--- config.mk ---
export PLATFORM = sky130hd
export DESIGN_NAME = crlf_expanding_packet_fifo
export DESIGN_NICKNAME = d
export VERILOG_FILES = /design/src/cefifo_pkg.sv /design/src/crlf_expanding_packet_fifo.sv
export SDC_FILE = /design/constraint.sdc
export NUM_CORES = 2
export LEC_CHECK = 0
export BUFFER_PORTS_ARGS = -buffer_cell sky130_fd_sc_hd__buf_2
export CORE_MARGIN = 5
export CORE_UTILIZATION = 55
export DETAILED_ROUTE_END_ITERATION = 6
export HOLD_SLACK_MARGIN = 0.02
export PLACE_DENSITY = 0.7
export SYNTH_ARGS = -nofsm -noshare
export SYNTH_HDL_FRONTEND = slang
export SYNTH_SLANG_ARGS = --single-unit
--- constraint.sdc ---
create_clock -name clk -period 67.6 [get_ports clk]
set_input_delay 6.76 -clock clk [delete_from_list [all_inputs] [get_ports clk]]
set_output_delay 6.76 -clock clk [all_outputs]
set_load 0.1 [all_outputs]
--- src/cefifo_pkg.sv ---
// Package for the CR/LF expanding packet FIFO: request and result structs,
// character codes, function codes and parameter defaults. No dependencies.
`timescale 1ns / 1ps
`default_nettype none

package cefifo_pkg;

	localparam int unsigned RING_DEPTH_DEF = 512;
	localparam int unsigned PACKET_MAX_DEF = 64;

	localparam logic [7:0] CHAR_CR = 8'h0D;
	localparam logic [7:0] CHAR_LF = 8'h0A;

	localparam logic FUNC_PUSH = 1'b0;
	localparam logic FUNC_SEND = 1'b1;

	typedef struct packed {
		logic       func;
		logic [7:0] data_byte;
	} cmd_item_t;

	typedef struct packed {
		logic [7:0] out_byte;
		logic       last_of_packet;
	} tx_item_t;

endpackage

`default_nettype wire

--- src/crlf_expanding_packet_fifo.sv ---
// Ring-buffer byte queue with CR/LF expansion and packet drain.
// Depends on cefifo_pkg for the request and result types and constants.
`timescale 1ns / 1ps
`default_nettype none

// Byte queue for a USB IN endpoint. A push request with func 0 stores its
// byte; a CR or LF byte is stored as the pair CR, LF, the LF written from a
// separate LF state while the command side is stalled. A byte that finds the
// ring full is dropped. A send request with func 1 drains min(fill,
// PACKET_MAX) bytes in order, one byte per cycle while the result side takes
// them, and marks the last one; the command side is stalled until every byte
// of the packet has been read from the ring, so stalls on the result side
// hold the command side too. The pace is set by the single read port of the
// ring memory, whose read data register is the result register. The ring has
// one write port and one registered read port; its contents are never
// cleared, and only queued entries are read, so the block is ready straight
// after reset.
module crlf_expanding_packet_fifo
	import cefifo_pkg::*;
#(
	parameter int unsigned RING_DEPTH = RING_DEPTH_DEF,
	parameter int unsigned PACKET_MAX = PACKET_MAX_DEF
) (
	input  wire logic      clk,
	input  wire logic      arst_n,
	input  wire logic      cmd_valid,
	output logic           cmd_stall,
	input  wire cmd_item_t cmd,
	output logic           tx_valid,
	input  wire logic      tx_stall,
	output tx_item_t       tx
);

	localparam int unsigned PTR_W = $clog2(RING_DEPTH);
	localparam int unsigned CNT_W = $clog2(RING_DEPTH + 1);
	localparam int unsigned PKT_W = $clog2(PACKET_MAX + 1);
	localparam int unsigned CMP_W = (CNT_W > PKT_W) ? CNT_W : PKT_W;

	localparam logic [1:0] ST_IDLE = 2'd0;
	localparam logic [1:0] ST_LF   = 2'd1;
	localparam logic [1:0] ST_SEND = 2'd2;

	logic [7:0] ring_mem [RING_DEPTH];

	logic [1:0]       state_q, state_d;
	logic [PTR_W-1:0] wr_ptr_q, rd_ptr_q;
	logic [CNT_W-1:0] fill_q, fill_d;
	logic [PKT_W-1:0] remain_q, remain_d;
	logic             tx_valid_q;
	logic [7:0]       rd_byte_s1;
	logic             last_s1;

	logic             cmd_acc;
	logic             full;
	logic             is_eol;
	logic             wr_en;
	logic [7:0]       wr_byte;
	logic             rd_en;
	logic [PKT_W-1:0] take;

	assign cmd_stall = (state_q != ST_IDLE);
	assign cmd_acc   = cmd_valid && !cmd_stall;
	assign full      = (fill_q == CNT_W'(RING_DEPTH));
	assign is_eol    = (cmd.data_byte == CHAR_CR) || (cmd.data_byte == CHAR_LF);

	// packet length, clipped to the packet limit
	assign take = (CMP_W'(fill_q) > CMP_W'(PACKET_MAX)) ? PKT_W'(PACKET_MAX)
		: PKT_W'(fill_q);

	// a new read only when the result register is free or being emptied
	assign rd_en = (state_q == ST_SEND) && (!tx_valid_q || !tx_stall);

	always_comb begin
		state_d  = state_q;
		fill_d   = fill_q;
		remain_d = remain_q;
		wr_en    = 1'b0;
		wr_byte  = cmd.data_byte;
		unique case (state_q)
			ST_IDLE: begin
				if (cmd_acc) begin
					if (cmd.func == FUNC_PUSH) begin
						wr_en = !full;
						if (is_eol) begin
							wr_byte = CHAR_CR;
							state_d = ST_LF;
						end
					end else if (take != '0) begin
						fill_d   = fill_q - CNT_W'(take);
						remain_d = take;
						state_d  = ST_SEND;
					end
				end
			end
			ST_LF: begin
				wr_en   = !full;
				wr_byte = CHAR_LF;
				state_d = ST_IDLE;
			end
			ST_SEND: begin
				if (rd_en) begin
					remain_d = remain_q - PKT_W'(1);
					if (remain_q == PKT_W'(1)) begin
						state_d = ST_IDLE;
					end
				end
			end
			default: begin
				state_d = ST_IDLE;
			end
		endcase
		if (wr_en) begin
			fill_d = fill_q + CNT_W'(1);
		end
	end

	always_ff @(posedge clk or negedge arst_n) begin
		if (!arst_n) begin
			state_q    <= ST_IDLE;
			fill_q     <= '0;
			remain_q   <= '0;
			wr_ptr_q   <= '0;
			rd_ptr_q   <= '0;
			tx_valid_q <= 1'b0;
		end else begin
			state_q  <= state_d;
			fill_q   <= fill_d;
			remain_q <= remain_d;
			if (wr_en) begin
				wr_ptr_q <= (wr_ptr_q == PTR_W'(RING_DEPTH - 1)) ? '0
					: wr_ptr_q + PTR_W'(1);
			end
			if (rd_en) begin
				rd_ptr_q   <= (rd_ptr_q == PTR_W'(RING_DEPTH - 1)) ? '0
					: rd_ptr_q + PTR_W'(1);
				tx_valid_q <= 1'b1;
			end else if (!tx_stall) begin
				tx_valid_q <= 1'b0;
			end
		end
	end

	// ring memory: one write port, one registered read port
	always_ff @(posedge clk) begin
		if (wr_en) begin
			ring_mem[wr_ptr_q] <= wr_byte;
		end
		if (rd_en) begin
			rd_byte_s1 <= ring_mem[rd_ptr_q];
			last_s1    <= (remain_q == PKT_W'(1));
		end
	end

	assign tx_valid          = tx_valid_q;
	assign tx.out_byte       = rd_byte_s1;
	assign tx.last_of_packet = last_s1;

endmodule

`default_nettype wire
==> results.md <==
* Status: finished with violations
* Failing checks: max-capacitance violations, max-slew violations
* IO buf count at 23
* Final Slew Violations at 2
* Comb pwr share at a little over a quarter
* CP max-delay cell: buf_4
* First-pass GRT wire length at roughly 640 mm
* Final hold vios at 0
* Initial antenna violation count at 18
* H-tree level count at 5
* Die X-Extent at around 550 um
* EDFF count, synth at 4105
* Worst skew pair latency at roughly 0.94 ns
* CORE AREA at 0.294 mm^2
* Switch share at around 30%
* Clock Path Buffers at 4
* Clk pin slew, worst setup/hold paths at ~0.060 ns
* Vias at between 80000 and 90000
* Period minus WS final at between 10 and 15 ns
* Slowest cell delay on critical path at slightly above 0.7 ns
* 1st-pass router iterations at 6
* Starting DRT DRC Count at ~14000
* Crit-path most repeated cell: buf_4
* PostCTS Resize Cnt at 0
* RSZ-0062 raised after global routing: no
* WL final at around 460 mm
* Post-route setup TNS at 0 ns
* Antenna-violating nets left at 0
* CTS Hold Buffers Added at 0
* Largest net degree at the start of global routing at around 160
* GRT Overall Usage at 29.5%
* NumNets Final at 7932
* Worst setup margin at around 57 ns
* Critical path data required time at between 60 and 70 ns
* P_int at 4.91 mW
* Min-delay worst type: register to register
* Crit Path Class: primary input to register
* Grt total ovfl at 0
* Sequential share of power at between 40 and 50%
* CTS buffer count at about 400
* Cells after synthesis at between 7000 and 8000
* DRC Markers at 0
* Setup WS pre-CTS at approximately 56 ns
* Crit. End Element: register
* Mapped Area at between 0.15 and 0.2 mm^2
* Crit path launch type: primary input
* Ys flop type: edfxtp_1
* Commonest non-fill, non-tap cell in the layout: edfxtp_1
* Slew margin rel. at -7.86%
* Wire per inst at ~38 um
* Fin Clk Skew at around 0.067 ns
* Clock group share of total power at between 30% and 40%
* Synthesis-stage register bit count at between 4000 and 5000
* Vias in the first global route at 82800
* Seq/Total Area, Yosys at ~77%
* Syn Nets at 7796
* Crit path launch: cmd_valid
* Distinct cells, synth at 87
* Vias per Instance at 6.98
* CP arrival at between 10 and 15 ns
* Share of layout cells above drive strength 1 at 22.3%
* Cell Rows at ~200
* Syn avg cell area at about 21 um^2
* Initial core utilization at 55.2%
* Min-delay src: fill_q[9]
* Post-DP HPWL at between 200 and 300 mm
* Reg2reg start: rd_ptr_q[0]
* Crit-path max FO at 60
* Post-CTS Setup Bufs at 0
* Max VDD drop at ~0.042 mV
* Most frequent cells in the layout: edfxtp_1 (4105), mux4_2 (908), nor2_1 (629)
* CTS tree: built
* GP Congestion at 0.915
* Maxcap violations at 1
* Die span in y at 553 um
* Worst Tran Pin Value at between 1.5 and 2 ns
* P_sw at roughly 2.2 mW
* Fmax achieved at around 96 MHz
* Ports at 24
* Worst-path cell chain: buf_2 > nor2b_1 > nand4b_1 > or4_1 > a21oi_1 > o21a_4 > buf_4 > buf_4 > buf_4
* Endpoints failing setup at 0
* YS warnings at 0
* DIE AREA at around 0.31 mm^2
* Fin crit share at between 15 and 20%
* Pwr per Cell Area at around 39 mW/mm^2
* Clock root cell: clkbuf_16
* Synth async-reset ratio at less than 1%
* Sink Count at between 4000 and 5000
* Leakage at approximately 55 nW
* Area grow syn2layout at 10.8%
[critical path: cells and delay by family]
family	cells	cell delay, ns
buffers and inverters	4	2.15
AOI/OAI and AO/OA	2	1.15
and+or+nand+nor	3	0.70
[area by class of cell]
cell class | count | area (um^2)
Timing Repair Buffer | 212 | 1730
Multi-Input combinational cell | 3119 | 34900
Inverter | 20 | 87.6
Antenna cell | 11 | 27.5
Fill cell | 19600 | 114000
Tap cell | 3919 | 4900
Clock inverter | 263 | 3030
Sequential cell | 4143 | 124000
Clock buffer | 477 | 10600
[cells by family after synthesis]
logic type | Yosys count | synth area share [%]
compound gates | 757 | 3.24
mux | 1264 | 15.1
xor+xnor | 10 | 0.0541
fa+ha+maj | 20 | 0.159
simple gates | 1068 | 2.81
buf+inv | 501 | 1.95
flops | 4143 | 76.7
[state kept, by name, summed over array words and instances (netlist names)]
register    flops
rd_ptr_q        9
tx_valid        1
ring_mem     4096
wr_ptr_q        9
fill_q         10
remain_q        7
state_q         2
last_s1         1
rd_byte_s1      8
[cell usage after synthesis (17+ instances only)]
| cell type | instances | share of area (%) |
|---|---|---|
| mux4_1 | 27 | 0.44 |
| nor4_1 | 17 | 0.066 |
| mux4_2 | 908 | 13 |
| buf_12 | 21 | 0.26 |
| nand2_1 | 191 | 0.44 |
| nor2b_1 | 22 | 0.085 |
| mux2i_1 | 302 | 1.9 |
| clkbuf_1 | 179 | 0.41 |
| o22ai_1 | 80 | 0.31 |
| dfrtp_1 | 38 | 0.59 |
| nor2_1 | 635 | 1.5 |
| a22oi_1 | 128 | 0.59 |
| edfxtp_1 | 4105 | 76 |
| o221ai_1 | 35 | 0.19 |
| buf_4 | 47 | 0.22 |
| nor3_1 | 42 | 0.13 |
| mux2_2 | 27 | 0.19 |
| buf_2 | 150 | 0.46 |
| a21oi_1 | 127 | 0.39 |
| a211oi_1 | 52 | 0.24 |
| a221oi_1 | 55 | 0.30 |
| buf_6 | 54 | 0.38 |
| nand3_1 | 62 | 0.19 |
| o21ai_0 | 109 | 0.34 |
| a31oi_1 | 25 | 0.097 |
| a22o_1 | 18 | 0.097 |
| ha_1 | 19 | 0.15 |
[routing by layer]
layer / track usage, % / vias to the layer above / wire length [um]
met3: 8.37 / 1001 / 64300
met5: 0 / - / 52
met2: 44.0 / 7244 / 207000
li1: - / 32700 / -
met1: 42.3 / 44000 / 165000
met4: 11.0 / 8 / 20100
[worst paths after layout]
| check | to | slack, ns | depth (start not counted) |
|---|---|---|---|
| max reg2reg | rd_byte_s1[1] | 60.55 | 11 |
| min reg2reg | fill_q[9] | 0.50 | 1 |
| max in group asynchronous | rd_ptr_q[1] | 60.83 | 1 |
| min | fill_q[9] | 0.50 | 1 |
| min in group asynchronous | fill_q[6] | 5.97 | 1 |
| max | ring_mem[383][0] | 57.23 | 9 |
[metrics by stage]
stage | hold slack, ns | total power, mW | utilization (%) | area (um^2) | cells
after CTS | 0.494 | 7.07 | 61.1 | 179000 | 12200
after global placement | 0.479 | 4.78 | 56.5 | 166000 | 11400
after detailed placement | 0.483 | 4.79 | 56.5 | 166000 | 11400
final | 0.496 | 7.09 | 61.2 | 180000 | 12200
after global routing | 0.550 | 7.28 | 61.1 | 179000 | 12200
after floorplan | 0.460 | 4.20 | - | 162000 | 7763
[power groups by stage]
stage	Sequential [mW]	Clock, mW	Combinational (mW)
after detailed placement	2.93	0	1.86
after floorplan	2.94	0	1.26
after global placement	2.93	0	1.85
after CTS	2.88	2.33	1.87
after global routing	2.88	2.45	1.95
final	2.88	2.31	1.90
(Power assumes the default switching activity.)
